## config.mk

```make
export PLATFORM = sky130hd
export DESIGN_NAME = crc32_with_skip_window
export DESIGN_NICKNAME = d
export VERILOG_FILES = /design/src/design/crcsw_pkg.sv /design/src/design/crcsw_regs.sv /design/src/design/crcsw_core.sv /design/src/design/crc32_with_skip_window.sv
export SDC_FILE = /design/constraint.sdc
export NUM_CORES = 1
export LEC_CHECK = 0
export BUFFER_PORTS_ARGS = -buffer_cell sky130_fd_sc_hd__clkbuf_2
export CAP_MARGIN = 20
export CORE_ASPECT_RATIO = 0.7
export CORE_MARGIN = 5
export CORE_UTILIZATION = 31
export CTS_CLUSTER_DIAMETER = 100
export DETAILED_ROUTE_END_ITERATION = 8
export GPL_TIMING_DRIVEN = 0
export PLACE_DENSITY = 0.46
export SLEW_MARGIN = 20
export SYNTH_ARGS = -nofsm -noshare
export SYNTH_HDL_FRONTEND = slang
export SYNTH_HIERARCHICAL = 1
export SYNTH_SLANG_ARGS = --single-unit
```

## constraint.sdc

```tcl
create_clock -name clk -period 9.5 [get_ports clk]
set_input_delay 1.425 -clock clk [delete_from_list [all_inputs] [get_ports clk]]
set_output_delay 1.425 -clock clk [all_outputs]
set_load 0.1 [all_outputs]
```

## src/design/crcsw_pkg.sv

```systemverilog
// Shared types, constants and the CRC byte step for the CRC-32 engine with skip window.
// No dependencies; every other design file imports this package.
`default_nettype none

package crcsw_pkg;

  // Width of the message byte counter.
  localparam int INDEX_WIDTH = 16;

  // Width of each window register.
  localparam int CFG_WIDTH = 16;

  // Window compare width: wide enough for the index and for offset + size without wrap.
  localparam int CMP_WIDTH = ((INDEX_WIDTH > CFG_WIDTH) ? INDEX_WIDTH : CFG_WIDTH) + 1;

  // APB address and data widths.
  localparam int ADDR_WIDTH = 3;
  localparam int DATA_WIDTH = 32;

  // CRC-32 (reflected, IEEE 802.3).
  localparam logic [31:0] CRC_INIT   = 32'hFFFF_FFFF;
  localparam logic [31:0] CRC_POLY   = 32'hEDB8_8320;
  localparam logic [31:0] CRC_XOROUT = 32'hFFFF_FFFF;

  // Register indexes, taken from address bit 2.
  typedef enum logic {
    REG_WIN_BASE = 1'b0,
    REG_WIN_LEN  = 1'b1
  } crcsw_reg_t;

  // Window settings passed from the register file to the datapath.
  typedef struct packed {
    logic [CFG_WIDTH-1:0] win_base;
    logic [CFG_WIDTH-1:0] win_len;
  } crcsw_cfg_t;

  // One reflected CRC-32 byte update, eight bit steps of shift and conditional XOR.
  function automatic logic [31:0] crc_byte(input logic [31:0] crc, input logic [7:0] b);
    logic [31:0] c;
    c = crc ^ {24'h0, b};
    for (int k = 0; k < 8; k++) begin
      c = c[0] ? ((c >> 1) ^ CRC_POLY) : (c >> 1);
    end
    return c;
  endfunction

endpackage

`default_nettype wire

```

## src/design/crcsw_regs.sv

```systemverilog
// APB register file holding the skip window offset and size.
// Depends on crcsw_pkg for widths, register indexes and the config struct.
`default_nettype none

module crcsw_regs import crcsw_pkg::*; (
  input  wire logic                  clk,
  input  wire logic                  rst,
  input  wire logic                  psel,
  input  wire logic                  penable,
  input  wire logic                  pwrite,
  input  wire logic [ADDR_WIDTH-1:0] paddr,
  input  wire logic [DATA_WIDTH-1:0] pwdata,
  output logic      [DATA_WIDTH-1:0] prdata,
  output logic                       pready,
  output crcsw_cfg_t                 cfg
);

  crcsw_reg_t reg_sel;
  logic       wr_en;

  assign reg_sel = crcsw_reg_t'(paddr[2]);
  assign wr_en   = psel && penable && pwrite;
  assign pready  = 1'b1;

  // Write the selected register; upper data bits are dropped.
  always_ff @(posedge clk) begin
    if (rst) begin
      cfg.win_base <= '0;
      cfg.win_len  <= '0;
    end else if (wr_en) begin
      unique case (reg_sel)
        REG_WIN_BASE: cfg.win_base <= pwdata[CFG_WIDTH-1:0];
        REG_WIN_LEN:  cfg.win_len  <= pwdata[CFG_WIDTH-1:0];
        default:      cfg.win_len  <= cfg.win_len;
      endcase
    end
  end

  // Read back the selected register, zero extended.
  always_comb begin
    unique case (reg_sel)
      REG_WIN_BASE: prdata = DATA_WIDTH'(cfg.win_base);
      REG_WIN_LEN:  prdata = DATA_WIDTH'(cfg.win_len);
      default:      prdata = '0;
    endcase
  end

endmodule

`default_nettype wire

```

## src/design/crcsw_core.sv

```systemverilog
// Byte datapath: input holding register, window test, CRC byte step, result register.
// Depends on crcsw_pkg for the CRC step, constants and the config struct.
`default_nettype none

module crcsw_core import crcsw_pkg::*; (
  input  wire logic       clk,
  input  wire logic       rst,
  input  wire crcsw_cfg_t cfg,
  input  wire logic       byte_valid,
  output logic            byte_ready,
  input  wire logic [7:0] data_byte,
  input  wire logic       last_byte,
  output logic            crc_valid,
  input  wire logic       crc_ready,
  output logic [31:0]     crc_value
);

  localparam logic [INDEX_WIDTH-1:0] INDEX_MAX = {INDEX_WIDTH{1'b1}};

  // Input holding register.
  logic       hold_valid;
  logic [7:0] hold_data;
  logic       hold_last;

  // Message state.
  logic [31:0]            running_crc;
  logic [31:0]            running_crc_next;
  logic [INDEX_WIDTH-1:0] byte_index;
  logic [INDEX_WIDTH-1:0] byte_index_next;

  logic                 consume;
  logic                 in_window;
  logic [CMP_WIDTH-1:0] idx_ext;
  logic [CMP_WIDTH-1:0] win_start;
  logic [CMP_WIDTH-1:0] win_end;
  logic [31:0]          crc_step;

  // Retire the held byte unless it is a last byte blocked by an untaken result.
  assign consume    = hold_valid && (!hold_last || !crc_valid || crc_ready);
  assign byte_ready = !hold_valid || consume;

  // Capture a new transaction whenever the holding register frees up.
  always_ff @(posedge clk) begin
    if (rst) begin
      hold_valid <= 1'b0;
    end else if (byte_ready) begin
      hold_valid <= byte_valid;
    end
  end

  always_ff @(posedge clk) begin
    if (byte_ready && byte_valid) begin
      hold_data <= data_byte;
      hold_last <= last_byte;
    end
  end

  // Test the current index against the window, end computed without wrap.
  assign idx_ext   = CMP_WIDTH'(byte_index);
  assign win_start = CMP_WIDTH'(cfg.win_base);
  assign win_end   = CMP_WIDTH'(cfg.win_base) + CMP_WIDTH'(cfg.win_len);
  assign in_window = (idx_ext >= win_start) && (idx_ext < win_end);

  assign crc_step = in_window ? running_crc : crc_byte(running_crc, hold_data);

  // Advance the CRC and index; restart both after the last byte.
  always_comb begin
    running_crc_next = running_crc;
    byte_index_next  = byte_index;
    if (consume) begin
      if (hold_last) begin
        running_crc_next = CRC_INIT;
        byte_index_next  = '0;
      end else begin
        running_crc_next = crc_step;
        if (byte_index != INDEX_MAX) begin
          byte_index_next = byte_index + 1'b1;
        end
      end
    end
  end

  always_ff @(posedge clk) begin
    if (rst) begin
      running_crc <= CRC_INIT;
      byte_index  <= '0;
    end else begin
      running_crc <= running_crc_next;
      byte_index  <= byte_index_next;
    end
  end

  // Load the result register on a last byte, drop it once taken.
  always_ff @(posedge clk) begin
    if (rst) begin
      crc_valid <= 1'b0;
    end else if (consume && hold_last) begin
      crc_valid <= 1'b1;
    end else if (crc_ready) begin
      crc_valid <= 1'b0;
    end
  end

  always_ff @(posedge clk) begin
    if (consume && hold_last) begin
      crc_value <= crc_step ^ CRC_XOROUT;
    end
  end

`ifndef SYNTHESIS
  a_restart_after_last: assert property (@(posedge clk) disable iff (rst)
    (consume && hold_last) |=> (running_crc == CRC_INIT && byte_index == '0))
    else $error("state not restarted after last byte");

  a_last_loads_result: assert property (@(posedge clk) disable iff (rst)
    (consume && hold_last) |=> crc_valid)
    else $error("last byte did not produce a result");

  a_no_overwrite: assert property (@(posedge clk) disable iff (rst)
    (hold_valid && hold_last && crc_valid && !crc_ready) |-> !consume)
    else $error("untaken result overwritten");

  a_index_monotonic: assert property (@(posedge clk) disable iff (rst)
    (consume && !hold_last) |=> (byte_index != '0 && byte_index >= $past(byte_index)))
    else $error("byte index did not advance or saturate");
`endif

endmodule

`default_nettype wire

```

## src/design/crc32_with_skip_window.sv

```systemverilog
// Top level of the byte-serial CRC-32 engine with an excluded byte window.
// Depends on crcsw_pkg, crcsw_regs and crcsw_core.
`default_nettype none

// Reflected CRC-32 (poly 0xEDB88320, init and final XOR all ones) over a message fed one
// byte per transaction, with last_byte marking the final byte. Bytes whose index falls in
// the window [offset, offset + size) are left out of the CRC; the byte index saturates
// at its maximum. Each last byte yields one crc_value transaction; other bytes yield none.
// The engine takes one byte every cycle while no last byte waits: a byte passes through
// an input holding register and one CRC byte step, and a last byte's CRC lands in a
// single result register, flagged by crc_valid. A last byte waits in the holding
// register only while that result register holds a CRC not yet taken. Program the window
// over APB (offset at 0x0, size at 0x4) while no message is in flight.
module crc32_with_skip_window import crcsw_pkg::*; (
  input  wire logic                  clk,
  input  wire logic                  rst,
  input  wire logic                  psel,
  input  wire logic                  penable,
  input  wire logic                  pwrite,
  input  wire logic [ADDR_WIDTH-1:0] paddr,
  input  wire logic [DATA_WIDTH-1:0] pwdata,
  output logic      [DATA_WIDTH-1:0] prdata,
  output logic                       pready,
  input  wire logic                  byte_valid,
  output logic                       byte_ready,
  input  wire logic [7:0]            data_byte,
  input  wire logic                  last_byte,
  output logic                       crc_valid,
  input  wire logic                  crc_ready,
  output logic      [31:0]           crc_value
);

  crcsw_cfg_t cfg;

  crcsw_regs u_regs (
    .clk     (clk),
    .rst     (rst),
    .psel    (psel),
    .penable (penable),
    .pwrite  (pwrite),
    .paddr   (paddr),
    .pwdata  (pwdata),
    .prdata  (prdata),
    .pready  (pready),
    .cfg     (cfg)
  );

  crcsw_core u_core (
    .clk        (clk),
    .rst        (rst),
    .cfg        (cfg),
    .byte_valid (byte_valid),
    .byte_ready (byte_ready),
    .data_byte  (data_byte),
    .last_byte  (last_byte),
    .crc_valid  (crc_valid),
    .crc_ready  (crc_ready),
    .crc_value  (crc_value)
  );

endmodule

`default_nettype wire
```

# Yosys cells after proc, flatten, opt, wreduce, memory -nomap -nowiden
# Index checks and enable logic that the tools add are counted.
# W data, S select, Z words.
# word_totals
input_bits	51
output_inout_bits	67
elab_cells	57
regBits	123
# classes
muxes	15
n_bitwise	11
add_sub_neg	2
eq_ne	1
magnitude_cmp	2
n_reduce_logical	17
# op_table
operator	count
$mux W32	10
$not A13 Y14	8
$pmux W32 S2	1
$mux W16	2
$not A32 Y32	1
$xor A32 B8 Y32	1
$add A16 B16 Y17	1
$lt A16 B17 Y1	1
$add A16 B1 Y16 const B	1
$ge A16 B16 Y1	1
$ne A16 B16 Y1 const B	1
$logic_and A1 B1 Y1	6
$reduce_and A2 Y1	3
$reduce_bool A2 Y1	2
$logic_not A1 Y1	3
$logic_or A1 B1 Y1	3
$mux W1	2
$not A1 Y1	1

# Depth between registers and ports, before layout
# Gate-level depths: netlist (run 1).
# logic_depth
word_depth	19
ltp_mapped	19
mapped_depth_nobuf	17

# Hierarchy
# Netlist (run 1), hierarchy kept.
# modules_own_cells
module	seq_area_each_um2	instances	cells_each	area_per_inst_um2
crcsw_core	2232.1	1	510	5461.5
crcsw_regs	640.6	1	161	1690.4

# Least setup slack after synthesis (run 1)
# No wires, ideal clock.
# synth_path
kind	in2reg
start	input port crc_ready
end	register u_core.running_crc[5]
setup_time_ps	72
setup_slack_ps	5460
path_buffers	2
arrival_ps	3968
stages	8
t_required_ps	9428
cell_sequence	nor2b_1 nor2_1 or2_2 clkbuf_1 inv_1 a21oi_2 buf_2 a2bb2oi_1
# synth_via
elab_chain_len	2
# synth_rtl
item	line_no	text
start: declaration	crc32_with_skip_window.sv:29	input wire logic crc_ready,
$logic_or A1 B1 Y1	crcsw_core.sv:39	assign consume = hold_valid && (!hold_last || !crc_valid || crc_ready);
$logic_and A1 B1 Y1	crcsw_core.sv:39	
end signal: assignment	crcsw_core.sv:88	running_crc <= running_crc_next;
end: declaration	crcsw_core.sv:26	logic [31:0] running_crc;
# No other way between the ends.
# A chain may end at the register's enable or synchronous reset.

# Worst setup path after layout (run 1)
# layout_path
start	register u_regs/cfg[16] (netlist name)
end	register u_core.crc_value[24], data pin
# layout_via
elab_chain_len	5
elab_cells_between_ends	6
cone_classes	add/sub: 1; order compare: 2; mux: 1; bitwise: 1; reduce/logical: 1
# layout_rtl
item	line_no	text
$add A16 B16 Y17	crcsw_core.sv:61	assign win_end = CMP_WIDTH'(cfg.win_base) + CMP_WIDTH'(cfg.win_len);
$lt A16 B17 Y1	crcsw_core.sv:62	assign in_window = (idx_ext >= win_start) && (idx_ext < win_end);
$logic_and A1 B1 Y1 (*)	crcsw_core.sv:62	
$mux W32 (*)	crcsw_core.sv:64	assign crc_step = in_window ? running_crc : crc_byte(running_crc, hold_data);
$not A32 Y32 (no source line) (*)	n/a	
end signal: assignment	crcsw_core.sv:106	crc_value <= crc_step ^ CRC_XOROUT;
end: declaration	crcsw_core.sv:15	output logic [31:0] crc_value
# Every way passes the cells marked *; elsewhere a longest branch is shown, timed or not.

==> results.ini, run 1 <==
[worst_setup_path]
critical_path_class = reg2reg
startpoint_type = flop
crit_path_max_fanout = 10
end_kind = flop
required_ns = 9.74
cp.arrival_ns = 5.05

[power]
ir_drop_mv = 0.122
power.total_mw = 1.82
power_density_nw_per_um2 = 210
leakage_nw = 3.72

[finish]
drive_above_1_share_pct = 23.2
final_core_util_pct = 38.3
nets = 888
area_delta_synth_final_pct = 21.3
fin_area_um2 = 8680
n_antenna_cell = 0
fillCellCount = 2294

[placed_design]
dpl-instance-area_um2 = 8040
portBuffers = 82
hpwl_um = 14300
gp_congestion = 0.851

[grt]
grt_pass1_wl_um = 28700
antenna_found_initial = 0
grt_max_degree = 30
grt.total_usage_pct = 14.2
gr-total-overflow = 0
first_global_vias = 5377

[outcome]
outcome = completed

[yosys]
synth_ff_type = dfxtp_1
synth.distinct_cells = 56
yosysWarnings = 6
synth-edff-count = 41
ys_ff_latch = 123
async_flop_share_pct = 0
yosysSeqAreaShare_pct = 40.2
syn_avg_cell_area_um2 = 10.7
netlist_area_um2 = 7150
synthCells = 671

[floorplan]
fp.dieW_um = 192
dieArea_um2 = 26300
rows = 46
die_h_um = 137
start_util_pct = 31.5
pin_count = 118
coreArea_um2 = 22700

[clocking]
cts_resized = 0
cts_hold_buffers = 0
clk_pin_slew_ns = 0.06
cts.path.max_buffers = 2
clk_root_buffer_cell = clkbuf_16
clk_latency_ns = 0.43
cts_tree = done
numCtsBuffers = 17
clock-sinks = 123
cts_setup_buffers = 0
htreeDepth = 4

[route]
drc = 0
wl_met1_um = 9680
vias = 5193
detail_route.wl_per_cell_um = 16.2
drt_iter0_drc = 256
ant_nets = 0
wl_met2_um = 7340
viasPerCell = 4.67
wl_met3_um = 808
dr.pass1.iters = 5
dr.max_layer_used = met4
routed_wl_um = 18000

[timing]
drv_slew = 0
hold_violations = 0
holdWs_ns = 0.499
worstMarginPinSlew_ns = 0.852
fmax_mhz = 208
slew_headroom_pct = 42.8
tns_ns = 0
setup_viol = 0
rsz0062_at_grt = false
skew_ns = 0.0123
post-route-min-period_ns = 4.81
post-route-period-util_pct = 50.7

[hold_path]
hp-class = reg2reg

[run]
maxCapViolations = 0

## where the power goes
group | switching, mW | internal, mW | total (mW)
clock network | 0.262 | 0.433 | 0.695
registers | 0.0215 | 0.596 | 0.617
logic | 0.342 | 0.166 | 0.508
## routing by layer
layer / GRT usage [%] / vias up
met5: 0 / -
li1: - / 2606
met2: 20.2 / 117
met3: 3.26 / 10
met4: 4.43 / 0
met1: 21.2 / 2460
## cell usage in the layout, fill, tap and decap left out, types with 21 or more instances in the layout
master / instances
a21oi_1: 41
buf_4: 21
clkbuf_2: 82
dfxtp_1: 82
edfxtp_1: 41
ha_1: 48
inv_1: 26
mux2i_1: 52
nand2b_1: 53
nor2_1: 31
xnor2_1: 53
xor2_1: 32
## path summary, 6_finish.rpt
path         depth (start not counted)                        endpoint  slack (ns)                   startpoint
min reg2reg                          2      u_regs/cfg[0]$_SDFFE_PP0P_        0.50   u_regs/cfg[0]$_SDFFE_PP0P_
min                                  2      u_regs/cfg[0]$_SDFFE_PP0P_        0.50   u_regs/cfg[0]$_SDFFE_PP0P_
max reg2reg                         18  u_core/crc_value[24]$_DFFE_PP_        4.69  u_regs/cfg[16]$_SDFFE_PP0P_
max                                 18  u_core/crc_value[24]$_DFFE_PP_        4.69  u_regs/cfg[16]$_SDFFE_PP0P_
## metrics by stage
step                      instances  setup slack [ns]
after floorplan                 686              5.46
after global placement         1080              4.34
after detailed placement       1081              4.72
after CTS                      1113              4.68
after global routing           1113              4.32
final                          1113              4.69
## Yosys cell counts, drive strengths merged, types with 20 or more instances
| cell | count | share of area (%) |
|---|---|---|
| dfxtp | 82 | 23 |
| xnor2 | 58 | 7.6 |
| nand2b | 53 | 4.6 |
| mux2i | 52 | 7.3 |
| ha | 48 | 8.4 |
| a21oi | 43 | 3.1 |
| edfxtp | 41 | 17 |
| buf | 35 | 3.5 |
| xor2 | 33 | 4.1 |
| nor2 | 32 | 1.7 |
| inv | 26 | 1.4 |
| o22a | 20 | 2.4 |
## critical path: stages (launching register included)
cell and delay [ns]:
dfxtp_1 0.35, ha_1 0.23, fa_1 0.44, a211oi_2 0.26
o21ai_1 0.17, a31oi_4 0.26, o21bai_1 0.10, a21oi_1 0.17
xor2_1 0.20, ha_1 0.27, a21o_1 0.18, a211o_1 0.32
a211oi_1 0.22, o21ai_1 0.15, a21o_1 0.19, a2bb2oi_2 0.20
buf_4 0.24, buf_2 0.35, mux2i_1 0.32
## cell families after synthesis
| logic type | count (synthesis) | share of synthesized area [%] |
|---|---|---|
| xor+xnor | 91 | 11.8 |
| mux | 68 | 9.80 |
| other cells | 2 | 0.105 |
| flops | 123 | 40.2 |
| simple gates | 142 | 11.4 |
| compound gates | 127 | 12.8 |
| fa+ha+maj | 49 | 8.68 |
| buf+inv | 69 | 5.30 |
## flip-flops by register name, summed over array words and instances (netlist names)
signal / cells
u_regs/cfg: 32
u_core/byte_index: 16
u_core/hold_last: 1
u_core/hold_valid: 1
u_core/hold_data: 8
u_core/crc_valid: 1
u_core/crc_value: 32
u_core/running_crc: 32
## area by class of cell
| cell class | instances | area, um^2 | share of cell area (%) |
|---|---|---|---|
| plain buffers | 43 | 282 | 3.24 |
| flip-flops and latches | 123 | 2870 | 33.1 |
| repair buffers | 83 | 430 | 4.96 |
| inverters | 26 | 97.6 | 1.12 |
| clock inverters | 14 | 183 | 2.11 |
| clock buffers | 18 | 450 | 5.19 |
| well taps | 312 | 390 | 4.50 |
| multi-input cells | 494 | 3970 | 45.8 |
Power figures use the tool's default switching activity.
==> run 2, diff against run 1 <==
PLACE_DENSITY = 0.48   (was 0.46)
clock period = 4.33 ns   (was 9.5 ns; I/O delays follow)
==> results.ini, run 2 (synthesis gave the netlist of run 1 again) <==
[run]
maxCapViolations = 0  ; unchanged

[worst_setup_path]
required_ns = 4.58  ; -5.16 ns
cp.arrival_ns = 4.48  ; -0.57 ns
critical_path_class = reg2reg
timing.rr.start = u_regs/cfg[16]$_SDFFE_PP0P_
crit_path_max_fanout = 9  ; -1
startpoint_type = flop
end_kind = flop
cp-startpoint = u_regs/cfg[16]$_SDFFE_PP0P_

[floorplan]
coreArea_um2 = 22700  ; unchanged
fp.dieW_um = 192  ; unchanged
pin_count = 118  ; unchanged
start_util_pct = 31.5  ; unchanged
die_h_um = 137  ; unchanged
rows = 46  ; unchanged
dieArea_um2 = 26300  ; unchanged

[timing]
post-route-period-util_pct = 97.6  ; +47 points
worstMarginPinSlew_ns = 0.808  ; -0.0448 ns
holdWs_ns = 0.407  ; -0.0923 ns
setup_viol = 0  ; unchanged
rsz0062_at_grt = true
drv_slew = 0  ; unchanged
post-route-min-period_ns = 4.22  ; -0.590 ns
slew_headroom_pct = 45.8  ; +3.0 points
tns_ns = 0  ; unchanged
fmax_mhz = 237  ; +14%
skew_ns = 0.0115  ; -0.000815 ns
hold_violations = 0  ; unchanged

[clocking]
clock-sinks = 123  ; unchanged
clk_root_buffer_cell = clkbuf_16
clk_latency_ns = 0.43  ; about the same
cts.path.max_buffers = 2  ; unchanged
numCtsBuffers = 17  ; unchanged
htreeDepth = 4  ; unchanged
clk_pin_slew_ns = 0.06  ; about the same
cts_tree = done

[route]
vias = 5090  ; -2.0%
detail_route.wl_per_cell_um = 16.1  ; -0.66%
viasPerCell = 4.52  ; -3.2%
ant_nets = 0  ; unchanged
drc = 0  ; unchanged
drt_iter0_drc = 317  ; +24%
dr.pass1.iters = 4  ; -1
routed_wl_um = 18100  ; +0.59%

[power]
leakage_nw = 3.82  ; +2.8%
power_density_nw_per_um2 = 443  ; +110%
ir_drop_mv = 0.250  ; +110%

[finish]
n_antenna_cell = 0  ; unchanged
mostFrequentLayoutCells = clkbuf_2 (82), dfxtp_1 (77), nand2b_1 (53), xnor2_1 (53), mux2i_1 (47)
final_common_cell = clkbuf_2
area_delta_synth_final_pct = 26.5
drive_above_1_share_pct = 27.7  ; +4.5 points
nets = 902  ; +1.6%
fin_area_um2 = 9040  ; +4.3%
largest_registers = u_core/crc_value (32), u_core/running_crc (32), u_regs/cfg (32)

[grt]
first_global_vias = 5018  ; -6.7%
grt.total_usage_pct = 14.0  ; -0.24 points
grt_pass1_wl_um = 27900  ; -2.6%
antenna_found_initial = 0  ; unchanged
grt_max_degree = 27  ; -10%
gr-total-overflow = 0  ; unchanged

[outcome]
outcome = completed

[placed_design]
hpwl_um = 13700  ; -4.1%
gp_congestion = 0.762  ; -11%
portBuffers = 82  ; unchanged
dpl-instance-area_um2 = 8040  ; about the same

[hold_path]
min_from = data_byte[1]
hp-class = in2reg

[run 2: cell count changes in the layout (fill, tap and decap cells not counted), sizes merged]
cell      change
buf          +11
clkinv        -5
inv           +5
clkinvlp      +3
bufinv        -2
clkbuf        +2
[run 2: layout make-up]
cell class,instances,area (um^2)
fillers,2273,13600
multi-input cells,494,4140
flip-flops and latches,123,2890
repair buffers,97,592
clock buffers,17,425
well taps,312,390
plain buffers,43,357
clock inverters,15,154
inverters,26,97.6
[run 2: per-stage QoR]
| step | worst slack (ns) | utilization (%) | cells | total power [mW] |
|---|---|---|---|---|
| after global placement | -0.418 | 35.3 | 1080 | 2.49 |
| after floorplan | 0.364 | - | 686 | 2.26 |
| after detailed placement | -0.345 | 35.4 | 1081 | 2.49 |
| final | 0.106 | 39.9 | 1127 | 4.01 |
| after global routing | -0.0648 | 39.9 | 1127 | 4.18 |
| after CTS | 0.0167 | 38.5 | 1116 | 3.97 |
[run 2: repair_timing]
action	CTS	global route
cloned	0	3
resized for setup	21	45
hold buffers	0	0
pin swaps	2	32
buffers inserted	3	8
setup endpoints to repair	60	64
[run 2: critical path, cell delays in order, from the launching register on]
cell and delay, ns:
dfxtp_4 0.37, ha_4 0.17, fa_2 0.41, a211oi_4 0.27, o21ai_2 0.11, a31oi_4 0.19, buf_4 0.13, o21bai_1 0.05
a21oi_1 0.18, xor2_1 0.17, ha_1 0.26, a21o_1 0.18, a211o_1 0.25, a211oi_1 0.21, o21ai_1 0.13, a21o_1 0.22
a2bb2oi_4 0.16, buf_8 0.19, buf_12 0.16, mux2i_4 0.25
[run 2: final timing paths]
kind | endpoint | slack [ns] | cells after the start
worst max register to register | u_core/crc_value[16]$_DFFE_PP_ | 0.11 | 19
worst min register to register | u_regs/cfg[10]$_SDFFE_PP0P_ | 0.49 | 2
worst min-delay path | u_core/hold_data[1]$_DFFE_PP_ | 0.41 | 1
worst max-delay path | u_core/crc_value[16]$_DFFE_PP_ | 0.11 | 19
[run 2: metal layers]
| metal | vias to the layer above | track usage, % | wire length, um |
|---|---|---|---|
| li1 | 2632 | - | - |
| met1 | 2370 | 21.8 | 10100 |
| met2 | 81 | 18.2 | 7010 |
| met3 | 7 | 3.47 | 840 |
| met4 | 0 | 4.78 | 118 |
| met5 | - | 0 | 0 |
[run 2: power by group]
part | switching [mW] | leakage [nW] | total, mW | internal [mW]
sequential | 0.0489 | 1.05 | 1.35 | 1.31
combinational | 0.784 | 2.49 | 1.24 | 0.451
clock | 0.605 | 0.276 | 1.42 | 0.811
total | 1.44 | 3.82 | 4.01 | 2.57
==> run 3, diff against run 2 <==
PLACE_DENSITY = unset   (was 0.48)
==> results.ini, run 3 (synthesis gave the netlist of run 1 again) <==
[outcome]
outcome = completed

[worst_setup_path]
end_kind = flop
critical_path_class = reg2reg
crit_path_max_fanout = 10  ; +1
startpoint_type = flop
required_ns = 4.63  ; +0.05 ns
cp.arrival_ns = 4.47  ; about the same

[clocking]
clk_latency_ns = 0.42  ; about the same
cts_tree = done
clock-sinks = 123  ; unchanged
cts.path.max_buffers = 2  ; unchanged
cts_hold_buffers = 0  ; unchanged
clk_pin_slew_ns = 0.06  ; about the same
htreeDepth = 4  ; unchanged
clk_root_buffer_cell = clkbuf_16
numCtsBuffers = 17  ; unchanged

[power]
ir_drop_mv = 0.275  ; +10%
leakage_nw = 3.76  ; -1.6%
power_density_nw_per_um2 = 454  ; +2.5%

[timing]
hold_violations = 0  ; unchanged
post-route-period-util_pct = 96.2  ; -1.4 points
setup_viol = 0  ; unchanged
slew_headroom_pct = 48.3  ; +2.5 points
drv_slew = 0  ; unchanged
worst_slack_ns = 0.165  ; +0.0585 ns
post-route-min-period_ns = 4.17  ; -0.0585 ns
skew_ns = 0.0120  ; +0.000526 ns
fmax_mhz = 240  ; +1.4%
worstMarginPinSlew_ns = 0.756  ; -0.0517 ns

[floorplan]
coreArea_um2 = 22700  ; unchanged
start_util_pct = 31.5  ; unchanged
pin_count = 118  ; unchanged
rows = 46  ; unchanged
die_h_um = 137  ; unchanged
dieArea_um2 = 26300  ; unchanged
fp.dieW_um = 192  ; unchanged

[route]
dr.pass1.iters = 4  ; unchanged
wl_met3_um = 885  ; +5.4%
wl_met1_um = 9590  ; -5.3%
detail_route.wl_per_cell_um = 15.5  ; -3.2%
drc = 0  ; unchanged
routed_wl_um = 17400  ; -3.9%
vias = 5128  ; +0.75%
dr.max_layer_used = met4
viasPerCell = 4.58  ; +1.5%
ant_nets = 0  ; unchanged
drt_iter0_drc = 269  ; -15%
wl_met2_um = 6780  ; -3.3%

[finish]
fin_cells = 1119  ; -0.71%
area_delta_synth_final_pct = 23.8
drive_above_1_share_pct = 25.7  ; -2.1 points
largest_registers = u_core/crc_value (32), u_core/running_crc (32), u_regs/cfg (32)
mostFrequentLayoutCells = clkbuf_2 (82), dfxtp_1 (80), nand2b_1 (53), xnor2_1 (53)
final_common_cell = clkbuf_2
nets = 894  ; -0.89%
n_antenna_cell = 0  ; unchanged

[placed_design]
dpl.cell_count = 1081  ; unchanged
gp_congestion = 0.811  ; +6.4%
hpwl_um = 13300  ; -3.0%
pre_cts_ws_ns = -0.305  ; +0.0399 ns
portBuffers = 82  ; unchanged

[hold_path]
hp-class = in2reg

[run]
maxCapViolations = 0  ; unchanged

[grt]
grt_pass1_wl_um = 27700  ; -1.0%
gr-total-overflow = 0  ; unchanged
grt.total_usage_pct = 13.5  ; -0.42 points
antenna_found_initial = 0  ; unchanged
grt_max_degree = 19  ; -30%
first_global_vias = 5006  ; -0.24%

run 3: changes by cell type in the layout (fill, tap and decap cells not counted), sizes merged:
cell,change
buf,-7
bufinv,+1
clkbuf,-1
clkinvlp,-1
run 3: power by group:
part           switching, mW  internal, mW  total (mW)
combinational          0.763         0.423        1.19
sequential            0.0495          1.31        1.36
clock                  0.606         0.872        1.48
run 3: through the flow:
step                      power [mW]  util (%)  area (um^2)  hold slack [ns]  TNS [ns]
after global routing            4.21      39.1         8860            0.392   -0.0404
after global placement          2.47      35.3         8010            0.482     -9.39
after floorplan                 2.26         -         7210            0.462         0
final                           4.02      39.1         8860            0.411         0
after detailed placement        2.48      35.5         8040            0.487     -8.47
after CTS                       4.03      38.6         8740            0.388         0
run 3: area by class of cell:
class	count	area, um^2
Fill cell	2282	13800
Multi-Input combinational cell	494	4070
Sequential cell	123	2880
Timing Repair Buffer	89	483
Clock buffer	17	425
Tap cell	312	390
Buffer	43	334
Clock inverter	15	179
Inverter	26	97.6
run 3: routing by layer:
metal / vias to the layer above / track usage, %
met2: 87 / 18.5
met3: 10 / 3.01
met1: 2425 / 21.2
met5: - / 0
li1: 2606 / -
met4: 0 / 3.47
run 3: worst max-delay path, cell delays in order (launching register included):
cell,delay (ns)
dfxtp_2,0.35
ha_1,0.29
a211o_1,0.29
o211ai_1,0.18
a21oi_2,0.11
a41o_1,0.26
o41ai_4,0.43
o2111ai_2,0.18
a21oi_1,0.19
xor2_1,0.09
ha_1,0.27
inv_1,0.04
a21oi_1,0.11
o21ai_1,0.10
a31oi_4,0.20
a2bb2oi_4,0.09
or4b_4,0.50
buf_6,0.17
o22a_1,0.17
run 3: path summary, 6_finish.rpt:
path	from	slack (ns)	cells after the start	endpoint
worst max register to register	u_regs/cfg[17]$_SDFFE_PP0P_	0.16	18	u_core/running_crc[26]$_SDFFE_PP1P_
worst max-delay path	u_regs/cfg[17]$_SDFFE_PP0P_	0.16	18	u_core/running_crc[26]$_SDFFE_PP1P_
worst min register to register	u_regs/cfg[10]$_SDFFE_PP0P_	0.50	2	u_regs/cfg[10]$_SDFFE_PP0P_
worst min-delay path	last_byte	0.41	1	u_core/hold_last$_DFFE_PP_
run 3: what timing repair did:
item                       CTS  global route
setup endpoints to repair   58            63
pin swaps                    2             8
resized for setup           17            23
gates cloned                 1             0
buffers inserted             3             2
